==> config.mk <==
export PLATFORM = sky130hd
export DESIGN_NAME = button_debounce_press_timer_flat
export DESIGN_NICKNAME = d
export VERILOG_FILES = /design/src/design/bdpt_pkg.sv /design/src/design/bdpt_if.sv /design/src/design/button_debounce_press_timer.sv /design/src/flat_wrapper.sv
export VERILOG_INCLUDE_DIRS = /design/src /design/src/design
export SDC_FILE = /design/constraint.sdc
export NUM_CORES = 1
export LEC_CHECK = 0
export BUFFER_PORTS_ARGS = -buffer_cell sky130_fd_sc_hd__buf_2
export CAP_MARGIN = 5
export CORE_UTILIZATION = 60
export CTS_CLUSTER_DIAMETER = 50
export DETAILED_ROUTE_END_ITERATION = 6
export PLACE_DENSITY = 0.8
export SETUP_SLACK_MARGIN = 0.3
export SYNTH_ARGS = -nofsm -noshare
export SYNTH_HDL_FRONTEND = slang
export SYNTH_SLANG_ARGS = --single-unit
==> constraint.sdc <==
create_clock -name clk -period 4.6 [get_ports clk]
set_input_delay 0.92 -clock clk [delete_from_list [all_inputs] [get_ports clk]]
set_output_delay 0.92 -clock clk [all_outputs]
set_load 0.02 [all_outputs]
==> src/design/button_debounce_press_timer_assert.svh <==
// Assertion macros for the button debounce and press timer block.
`ifndef BUTTON_DEBOUNCE_PRESS_TIMER_ASSERT_SVH
`define BUTTON_DEBOUNCE_PRESS_TIMER_ASSERT_SVH

`ifndef SYNTHESIS

// Checked at every rising edge outside reset.
`define BDPT_ASSERT(label, prop, msg) \
  label: assert property (@(posedge clk) disable iff (!rst_n) prop) else $error(msg);

// Checked at every rising edge, reset included.
`define BDPT_ASSERT_ALWAYS(label, prop, msg) \
  label: assert property (@(posedge clk) prop) else $error(msg);

`else

`define BDPT_ASSERT(label, prop, msg)
`define BDPT_ASSERT_ALWAYS(label, prop, msg)

`endif

`endif

==> src/design/bdpt_pkg.sv <==
// Shared types and constants for the button debounce and press timer.
package bdpt_pkg;

  typedef enum logic [1:0] {
    MODE_RELEASED      = 2'd0,
    MODE_PRESSED_WAIT  = 2'd1,
    MODE_PRESSED       = 2'd2,
    MODE_RELEASED_WAIT = 2'd3
  } mode_t;

  localparam int unsigned TIME_W     = 32;
  localparam int unsigned DEBOUNCE_W = 16;

  localparam logic [DEBOUNCE_W-1:0] DEBOUNCE_RST = 16'd100;

endpackage

==> src/design/bdpt_if.sv <==
// Valid/ready channel interfaces for sample words and result words.
interface bdpt_in_if;
  logic                            valid;
  logic                            ready;
  logic [bdpt_pkg::TIME_W-1:0]     now_ms;
  logic                            btn_level;
  logic                            clear_duration;

  modport source (output valid, output now_ms, output btn_level,
                  output clear_duration, input ready);
  modport sink   (input valid, input now_ms, input btn_level,
                  input clear_duration, output ready);
endinterface

interface bdpt_out_if;
  logic                            valid;
  logic                            ready;
  logic [1:0]                      mode;
  logic [bdpt_pkg::TIME_W-1:0]     press_duration;
  logic                            active;

  modport source (output valid, output mode, output press_duration,
                  output active, input ready);
  modport sink   (input valid, input mode, input press_duration,
                  input active, output ready);
endinterface

==> src/design/button_debounce_press_timer.sv <==
// Button debouncer with press-duration timer: input register, one-step update, result register.
// A sample word is held in the input register, then moves into the result register with its update.
// Throughput: one word per cycle while result words are taken; mode, deadline and duration update in one step.
// While a result word waits, the input register takes one more sample word; after that
// the input stalls until the result word is taken.
// Reset (synchronous, rst_n low) empties both registers, sets the mode to released,
// clears start time, deadline and duration, and sets the debounce time to 100 ms.
`include "button_debounce_press_timer_assert.svh"

module button_debounce_press_timer (
  input  logic                              clk,
  input  logic                              rst_n,
  input  logic                              cfg_we,
  input  logic [bdpt_pkg::DEBOUNCE_W-1:0]   cfg_wdata,
  bdpt_in_if.sink                           in_ch,
  bdpt_out_if.source                        out_ch
);

  // Input register
  logic                            in_v_r;
  logic [bdpt_pkg::TIME_W-1:0]     in_now_r;
  logic                            in_level_r;
  logic                            in_clear_r;

  // Block state
  logic [bdpt_pkg::DEBOUNCE_W-1:0] debounce_r;
  bdpt_pkg::mode_t                 mode_r, mode_nxt;
  logic [bdpt_pkg::TIME_W-1:0]     start_r, start_nxt;
  logic [bdpt_pkg::TIME_W-1:0]     deadline_r, deadline_nxt;
  logic [bdpt_pkg::TIME_W-1:0]     held_r, held_nxt;

  // Result register
  logic                            out_v_r;
  bdpt_pkg::mode_t                 out_mode_r;
  logic [bdpt_pkg::TIME_W-1:0]     out_press_r;
  logic                            out_active_r;

  logic                            advance;
  logic                            expired;
  logic [bdpt_pkg::TIME_W-1:0]     rearm;

  // The held word moves into the result register whenever that register is free or emptying.
  assign advance     = in_v_r && (!out_v_r || out_ch.ready);
  assign in_ch.ready = !in_v_r || advance;

  assign expired = (in_now_r >= deadline_r);
  assign rearm   = in_now_r + {{(bdpt_pkg::TIME_W - bdpt_pkg::DEBOUNCE_W){1'b0}}, debounce_r};

  always_comb begin
    mode_nxt     = mode_r;
    start_nxt    = start_r;
    deadline_nxt = deadline_r;
    // A clear is applied first; a release in the same word then overrides it.
    held_nxt     = in_clear_r ? '0 : held_r;
    case (mode_r)
      bdpt_pkg::MODE_RELEASED: begin
        if (in_level_r) begin
          start_nxt    = in_now_r;
          deadline_nxt = rearm;
          mode_nxt     = bdpt_pkg::MODE_PRESSED_WAIT;
        end
      end
      bdpt_pkg::MODE_PRESSED_WAIT: begin
        if (expired) begin
          mode_nxt = bdpt_pkg::MODE_PRESSED;
        end
      end
      bdpt_pkg::MODE_PRESSED: begin
        if (!in_level_r) begin
          held_nxt     = in_now_r - start_r;
          deadline_nxt = rearm;
          mode_nxt     = bdpt_pkg::MODE_RELEASED_WAIT;
        end
      end
      default: begin
        if (expired) begin
          mode_nxt = bdpt_pkg::MODE_RELEASED;
        end
      end
    endcase
  end

  always_ff @(posedge clk) begin
    if (!rst_n) begin
      in_v_r     <= 1'b0;
      out_v_r    <= 1'b0;
      debounce_r <= bdpt_pkg::DEBOUNCE_RST;
      mode_r     <= bdpt_pkg::MODE_RELEASED;
      start_r    <= '0;
      deadline_r <= '0;
      held_r     <= '0;
    end else begin
      if (cfg_we) begin
        debounce_r <= cfg_wdata;
      end
      if (in_ch.ready) begin
        in_v_r <= in_ch.valid;
      end
      if (advance) begin
        out_v_r    <= 1'b1;
        mode_r     <= mode_nxt;
        start_r    <= start_nxt;
        deadline_r <= deadline_nxt;
        held_r     <= held_nxt;
      end else if (out_ch.ready) begin
        out_v_r <= 1'b0;
      end
    end
  end

  always_ff @(posedge clk) begin
    if (in_ch.ready && in_ch.valid) begin
      in_now_r   <= in_ch.now_ms;
      in_level_r <= in_ch.btn_level;
      in_clear_r <= in_ch.clear_duration;
    end
    if (advance) begin
      out_mode_r   <= mode_nxt;
      out_press_r  <= held_nxt;
      out_active_r <= (mode_nxt != bdpt_pkg::MODE_RELEASED);
    end
  end

  assign out_ch.valid          = out_v_r;
  assign out_ch.mode           = out_mode_r;
  assign out_ch.press_duration = out_press_r;
  assign out_ch.active         = out_active_r;

  `BDPT_ASSERT_ALWAYS(a_reset_empties, !rst_n |=> !in_v_r && !out_v_r, "registers not empty after reset")
  `BDPT_ASSERT(a_mode_holds, !advance |=> $stable(mode_r), "mode changed without a word")
  `BDPT_ASSERT(a_mode_steps, advance |=> (mode_r == $past(mode_r)) || (2'(mode_r) == 2'(2'($past(mode_r)) + 2'd1)), "mode skipped a step")
  `BDPT_ASSERT(a_held_stable, advance && !in_clear_r && !(mode_r == bdpt_pkg::MODE_PRESSED && !in_level_r) |=> $stable(held_r), "duration changed without clear or release")

endmodule
==> src/flat_wrapper.sv <==
// flat-port wrapper written by rule: the top's interface ports become plain ports
module button_debounce_press_timer_flat 
  (clk, rst_n, cfg_we, cfg_wdata, in_ch_valid, in_ch_now_ms, in_ch_btn_level, in_ch_clear_duration, in_ch_ready, out_ch_valid, out_ch_mode, out_ch_press_duration, out_ch_active, out_ch_ready);
  bdpt_in_if in_ch_i ();
  bdpt_out_if out_ch_i ();
  input  logic clk;
  input  logic rst_n;
  input  logic cfg_we;
  input  logic [bdpt_pkg::DEBOUNCE_W-1:0] cfg_wdata;
  input wire logic [$bits(in_ch_i.valid)-1:0] in_ch_valid;
  input wire logic [$bits(in_ch_i.now_ms)-1:0] in_ch_now_ms;
  input wire logic [$bits(in_ch_i.btn_level)-1:0] in_ch_btn_level;
  input wire logic [$bits(in_ch_i.clear_duration)-1:0] in_ch_clear_duration;
  output wire logic [$bits(in_ch_i.ready)-1:0] in_ch_ready;
  output wire logic [$bits(out_ch_i.valid)-1:0] out_ch_valid;
  output wire logic [$bits(out_ch_i.mode)-1:0] out_ch_mode;
  output wire logic [$bits(out_ch_i.press_duration)-1:0] out_ch_press_duration;
  output wire logic [$bits(out_ch_i.active)-1:0] out_ch_active;
  input wire logic [$bits(out_ch_i.ready)-1:0] out_ch_ready;
  assign in_ch_i.valid = in_ch_valid;
  assign in_ch_i.now_ms = in_ch_now_ms;
  assign in_ch_i.btn_level = in_ch_btn_level;
  assign in_ch_i.clear_duration = in_ch_clear_duration;
  assign in_ch_ready = in_ch_i.ready;
  assign out_ch_valid = out_ch_i.valid;
  assign out_ch_mode = out_ch_i.mode;
  assign out_ch_press_duration = out_ch_i.press_duration;
  assign out_ch_active = out_ch_i.active;
  assign out_ch_i.ready = out_ch_ready;
  button_debounce_press_timer u_core (.clk(clk), .rst_n(rst_n), .cfg_we(cfg_we), .cfg_wdata(cfg_wdata), .in_ch(in_ch_i), .out_ch(out_ch_i));
endmodule
==> flow_metrics.env, run 1 <==
export IMPL_gr_usage_met1=0.354
export IMPL_skew_ns=0.00867
export IMPL_postCtsHoldBufs=0
export IMPL_power_frac_clock=0.396
export IMPL_cts_htree_levels=4
export IMPL_antenna_found_initial=0
export IMPL_coreArea_mm2=0.0166
export IMPL_max_cap_violations=0
export IMPL_clk_pin_slew_worst_paths_ns=0.07
export IMPL_drt_iter0_drc=536
export IMPL_final_area_mm2=0.0115
export IMPL_hold_class="reg2reg"
export IMPL_maxSlewViolCount=0
export IMPL_ios=92
export IMPL_die_y_um=133
export IMPL_power_internal_w=0.00301
export IMPL_cts_tree="built"
export IMPL_cts_path_max_buffers=2
export IMPL_clock_sinks=185
export IMPL_die_w_um=133
export IMPL_hp_start="u_core.held_r[31]"
export IMPL_synth_warnings=0
export IMPL_grt_pass1_vias=7250
export IMPL_synth_area_leaders="dfxtp_1 (23%), edfxtp_1 (20%), ha_1 (9.6%), nand2_1 (5.7%), a21boi_0 (3.3%)"
export IMPL_tns_ns=0
export IMPL_firstDrtPassIters=5
export IMPL_seq_power_share=0.451
export IMPL_worstMarginPinSlew_ns=0.853
export IMPL_met2_usage=0.396
export IMPL_ys_flop_type="dfxtp_1"
export IMPL_cts_resized_gates=0
export IMPL_critPathLaunchType="register"
export IMPL_numCtsBuffers=17
export IMPL_reg2reg_depth=11
export IMPL_final_fill_count=1307
export IMPL_yosysSeqAreaShare=0.428
export IMPL_run_status="finished, final reports clean"
export IMPL_synth_seq_cells=185
export IMPL_min_period_over_period=0.636
export IMPL_syn_area_mm2=0.0103
export IMPL_synth_edf_count=69
export IMPL_synth_nets=1239
export IMPL_ant_nets=0
export IMPL_globalRouteMet3Util=0.0444
export IMPL_route_vias_total=7891
export IMPL_fin_cells=1407
export IMPL_swShare=0.260
export IMPL_startpoint="u_core.in_now_r[1]"
export IMPL_powerDensity_mw_per_mm2=353
export IMPL_slew_headroom=0.429
export IMPL_syn_area_per_cell_um2=9.32
export IMPL_hold_path_depth=2
export IMPL_p_sw_w=0.00106
export IMPL_initial_utilization=0.617
export IMPL_crit_type="reg2reg"
export IMPL_post_cts_buffers=0
export IMPL_setup_violations=0
export IMPL_grt_pass1_wl_mm=35.6
export IMPL_drt_vias_per_instance=5.61
export IMPL_grt_busiest_layer="met2"
export IMPL_synth_distinct_cells=68
export IMPL_critPathSlowestCell="fa_1"
export IMPL_grt_use_total=0.253
export IMPL_synth_top_area_frac=0.226
export IMPL_grt_overflow=0
export IMPL_grt_max_degree=61
export IMPL_yosys_area_top_type="dfxtp_1"
export IMPL_rows=47
export IMPL_peakVddDrop_v=0.000291
export IMPL_required_ns=4.79
export IMPL_clock_latency_ns=0.44
export IMPL_final_core_util=0.693
export IMPL_routed_wl_mm=21.2
export IMPL_fin_nets=1310
export IMPL_slowest_delay_ns=0.48
export IMPL_hpwlAfterDp_mm=15.2
export IMPL_num_antenna_cells=0
export IMPL_finalHoldWorstSlack_ns=0.456
export IMPL_drive_above_1_share=0.136
export IMPL_wl_per_cell_um=15.1
export IMPL_async_flop_share=0
export IMPL_postSynthCellCount=1103
export IMPL_drc=0
export IMPL_placed_cells=1375
export IMPL_place_congestion=0.860
export IMPL_hold_viol_final=0
export IMPL_r2r_start="u_core.in_now_r[1]"
export IMPL_io_buffers=91
export IMPL_fmax_mhz=342
export IMPL_fin_crit_ns=2.93
export IMPL_clock_root_buffer="clkbuf_16"
export IMPL_comb_power_share=0.153
export IMPL_leakage_nw=4.58
export IMPL_end_kind="register"
export IMPL_arrival_ns=3.12
export IMPL_area_growth_pct=12.3
export IMPL_die_area_mm2=0.0177
export IMPL_rsz0062_at_grt="no"
export IMPL_cp_max_fo=5
export IMPL_place_area_mm2=0.0109
export IMPL_path_cells="inv_1, fa_1, nor2b_2, o21ai_2, a211oi_2, o21ai_1, a221oi_2, o31ai_2, o21ai_1, xor2_1, a22o_1"
export IMPL_cpMostUsedCell="o21ai_1"
final timing paths:
kind | to | slack, ns
setup / recovery | u_core.out_ch.press_duration[30] | 1.67
hold / removal | u_core.held_r[31] | 0.46
setup reg to reg | u_core.out_ch.press_duration[30] | 1.67
hold reg to reg | u_core.held_r[31] | 0.46
cell usage in the layout (no fill, tap or decap), types with 35 or more instances in the layout:
cell type / count
a21boi_0: 45
a21o_1: 35
a21oi_1: 64
buf_2: 91
dfxtp_1: 116
edfxtp_1: 69
ha_1: 79
inv_1: 83
nand2_1: 157
nor2_1: 39
o21ai_0: 52
xnor2_1: 35
power groups by stage:
stage	registers, W	logic [W]	clock network, W
floorplan	0.00187	0.000460	0
global placement	0.00187	0.000597	0
detailed placement	0.00187	0.000610	0
CTS	0.00184	0.000619	0.00163
global route	0.00184	0.000693	0.00170
finish	0.00184	0.000621	0.00161
synth_stat cells, drive strengths merged, types with 3 or more instances:
library cell  count
a21boi           47
a21o             35
a21oi            71
a22o             21
a31oi             8
and2             13
and3              5
and4              3
buf               8
clkbuf           40
dfxtp           116
edfxtp           69
ha               79
inv              84
mux2i            16
nand2           157
nand2b           10
nand3            22
nand3b           10
nand4            15
nor2             39
nor2b            27
nor3             10
nor3b             9
o211ai            5
o21a              8
o21ai            74
o21ba             3
o21bai            5
o31ai             4
xnor2            35
xor2             26
cell families after synthesis:
logic type,share of synthesized area
and+or+nand+nor,0.152
AOI/OAI and AO/OA,0.203
DFF,0.428
buffers and inverters,0.0491
adders and majority gates,0.100
xor gates and xnor gates,0.0520
muxes,0.0156
registers in the layout (all words and copies together), names as in the netlist:
signal / count
u_core.debounce_r: 16
u_core.held_r: 32
u_core.in_level_r: 1
u_core.in_v_r: 1
u_core.deadline_r: 32
u_core.out_ch.valid: 1
u_core.mode_r: 2
u_core.start_r: 32
u_core.out_ch.mode: 2
u_core.out_ch.press_duration: 32
u_core.in_now_r: 32
u_core.in_clear_r: 1
u_core.out_ch.active: 1
per-layer routing:
| metal | wire length, µm | vias to the layer above |
|---|---|---|
| met1 | 10400 | 3659 |
| met3 | 847 | 30 |
| met4 | 422 | 0 |
| met2 | 9510 | 200 |
| li1 | - | 4002 |
| met5 | 0 | - |
metrics by stage:
| stage | setup WS [ns] | total power [W] |
|---|---|---|
| 2_1_floorplan | 1.48 | 0.00233 |
| 3_3_place_gp | 1.63 | 0.00246 |
| 3_5_place_dp | 1.51 | 0.00248 |
| 4_1_cts | 1.66 | 0.00408 |
| 5_1_grt | 1.48 | 0.00424 |
| 6_report | 1.67 | 0.00407 |
worst max-delay path, delay by kind of cell (launching register included):
kind | cells | cell delay, ns
compound gates | 7 | 1.34
fa+ha+maj | 1 | 0.48
flops | 1 | 0.46
buf+inv | 1 | 0.16
simple gates | 1 | 0.14
xor+xnor | 1 | 0.10
area by class of cell:
class                   count  area [µm²]  share of cell area
clock inverters            11         194              0.0168
repair buffers            100         523              0.0453
inverters                  84         315              0.0273
clock buffers              21         450              0.0391
flip-flops and latches    185        4390               0.381
multi-input cells         786        5380               0.467
well taps                 220         275              0.0239
Power figures use the tool's default switching activity.
==> run 2, diff against run 1 <==
==> constraint.sdc (replaced) <==
create_clock -name clk -period 2.8 [get_ports clk]
set_input_delay 0.56 -clock clk [delete_from_list [all_inputs] [get_ports clk]]
set_output_delay 0.56 -clock clk [all_outputs]
set_load 0.02 [all_outputs]
==> flow_metrics.env, run 2 (synthesis gave the netlist of run 1 again) <==
export IMPL_cts_htree_levels=4
export IMPL_numCtsBuffers=17
export IMPL_finalHoldWorstSlack_ns=0.288
export IMPL_min_period_over_period=0.977
export IMPL_clock_latency_ns=0.44
export IMPL_place_area_mm2=0.0111
export IMPL_run_status="finished, final reports clean"
export IMPL_drive_above_1_share=0.267
export IMPL_initial_utilization=0.617
export IMPL_ant_nets=0
export IMPL_drc=0
export IMPL_hpwlAfterDp_mm=15.7
export IMPL_fin_nets=1376
export IMPL_drt_vias_per_instance=5.87
export IMPL_fmax_mhz=366
export IMPL_skew_ns=0.0104
export IMPL_cts_path_max_buffers=2
export IMPL_grt_overflow=0
export IMPL_area_growth_pct=24.3
export IMPL_wl_per_cell_um=17.2
export IMPL_peakVddDrop_v=0.000484
export IMPL_routed_wl_mm=25.4
export IMPL_postCtsHoldBufs=0
export IMPL_maxSlewViolCount=0
export IMPL_ios=92
export IMPL_final_area_mm2=0.0128
export IMPL_firstDrtPassIters=7
export IMPL_antenna_found_initial=0
export IMPL_total_power_w=0.00693
export IMPL_num_antenna_cells=0
export IMPL_final_fill_count=1047
export IMPL_tns_ns=0
export IMPL_clock_root_buffer="clkbuf_16"
export IMPL_crit_type="reg2reg"
export IMPL_hold_class="in2reg"
export IMPL_arrival_ns=2.91
export IMPL_io_buffers=91
export IMPL_seq_area_mm2=0.00439
export IMPL_layout_setup_ws_ns=0.0643
export IMPL_hold_viol_final=0
export IMPL_clock_sinks=185
export IMPL_slew_headroom=0.399
export IMPL_die_y_um=133
export IMPL_layout_commonest_cell="nand2_1"
export IMPL_worstMarginPinSlew_ns=0.898
export IMPL_rows=47
export IMPL_drt_iter0_drc=650
export IMPL_route_vias_total=8641
export IMPL_end_kind="register"
export IMPL_place_congestion=0.862
export IMPL_max_cap_violations=0
export IMPL_coreArea_mm2=0.0166
export IMPL_required_ns=2.97
export IMPL_preCtsSetupSlack_ns=0.0378
export IMPL_cp_max_fo=3
export IMPL_die_area_mm2=0.0177
export IMPL_multi_input_area_mm2=0.00609
export IMPL_critPathLaunchType="register"
export IMPL_most_common_layout_cells="nand2_1 (154), dfxtp_1 (116), buf_2 (91)"
export IMPL_die_w_um=133
export IMPL_fin_crit_ns=2.74
export IMPL_cts_tree="built"
export IMPL_powerDensity_mw_per_mm2=543
export IMPL_clk_pin_slew_worst_paths_ns=0.07
export IMPL_grt_max_degree=110
export IMPL_leakage_nw=5.03
export IMPL_rsz0062_at_grt="yes"
export IMPL_setup_violations=0
export IMPL_grt_pass1_wl_mm=38.6
export IMPL_grt_pass1_vias=7965
export IMPL_grt_use_total=0.275
-- run 2: cell types whose count changed in the layout (fill, tap and decap cells not counted), moves of 5 or more --
cell,before,now
xnor2_2,0,10
buf_6,0,6
o21ai_0,52,44
buf_4,9,67
nor2_1,39,34
o21ai_2,5,13
xnor2_1,35,25
a21oi_1,64,48
ha_1,79,53
nor2b_1,25,20
ha_4,0,22
a21oi_2,5,21
-- run 2: report_power, final --
group	total, W	internal, W	switching (W)
combinational	0.00134	0.000594	0.000748
sequential	0.00300	0.00292	0.0000856
clock	0.00258	0.00150	0.00108
total	0.00693	0.00501	0.00191
-- run 2: per-layer routing --
metal,share of wire,vias to the layer above,global-route usage
li1,-,4139,-
met1,0.45,4072,0.364
met2,0.47,371,0.445
met3,0.056,59,0.0410
met4,0.029,0,0.127
met5,0,-,0
-- run 2: cell type report --
| class | instances | share of cell area |
|---|---|---|
| timing repair buffer | 166 | 0.0835 |
| clock buffer | 18 | 0.0336 |
| inverter | 84 | 0.0247 |
| sequential | 185 | 0.344 |
| multi-input combinational | 786 | 0.477 |
| clock inverter | 14 | 0.0153 |
| tap | 220 | 0.0216 |
-- run 2: path summary, 6_finish.rpt --
path                                          from                    end  slack, ns  depth (start not counted)
worst max-delay path            u_core.in_now_r[0]  u_core.out_ch.mode[1]       0.06                         13
worst min-delay path              in_ch_now_ms[18]    u_core.in_now_r[18]       0.29                          1
worst max register to register  u_core.in_now_r[0]  u_core.out_ch.mode[1]       0.06                         13
worst min register to register   u_core.held_r[31]      u_core.held_r[31]       0.45                          2
-- run 2: through the flow --
stage               utilization  cells
finish                    0.767   1473
CTS                       0.732   1458
global placement          0.668   1403
detailed placement        0.668   1403
floorplan                     -   1103
global route              0.767   1473
-- run 2: critical path: stages (launching register included) --
cell      delay, ns
edfxtp_1       0.40
inv_2          0.10
buf_4          0.12
buf_6          0.09
ha_4           0.18
nand2b_4       0.13
a21o_1         0.18
a211oi_2       0.23
o31a_1         0.20
o21ai_2        0.08
nand2_1        0.06
or3b_1         0.34
a21o_1         0.21
xor2_1         0.15
-- run 2: timing repair --
action                     CTS  global route
setup endpoints to repair   53            97
buffers inserted            23            15
resized for setup           53            88
pin swaps                   51            55
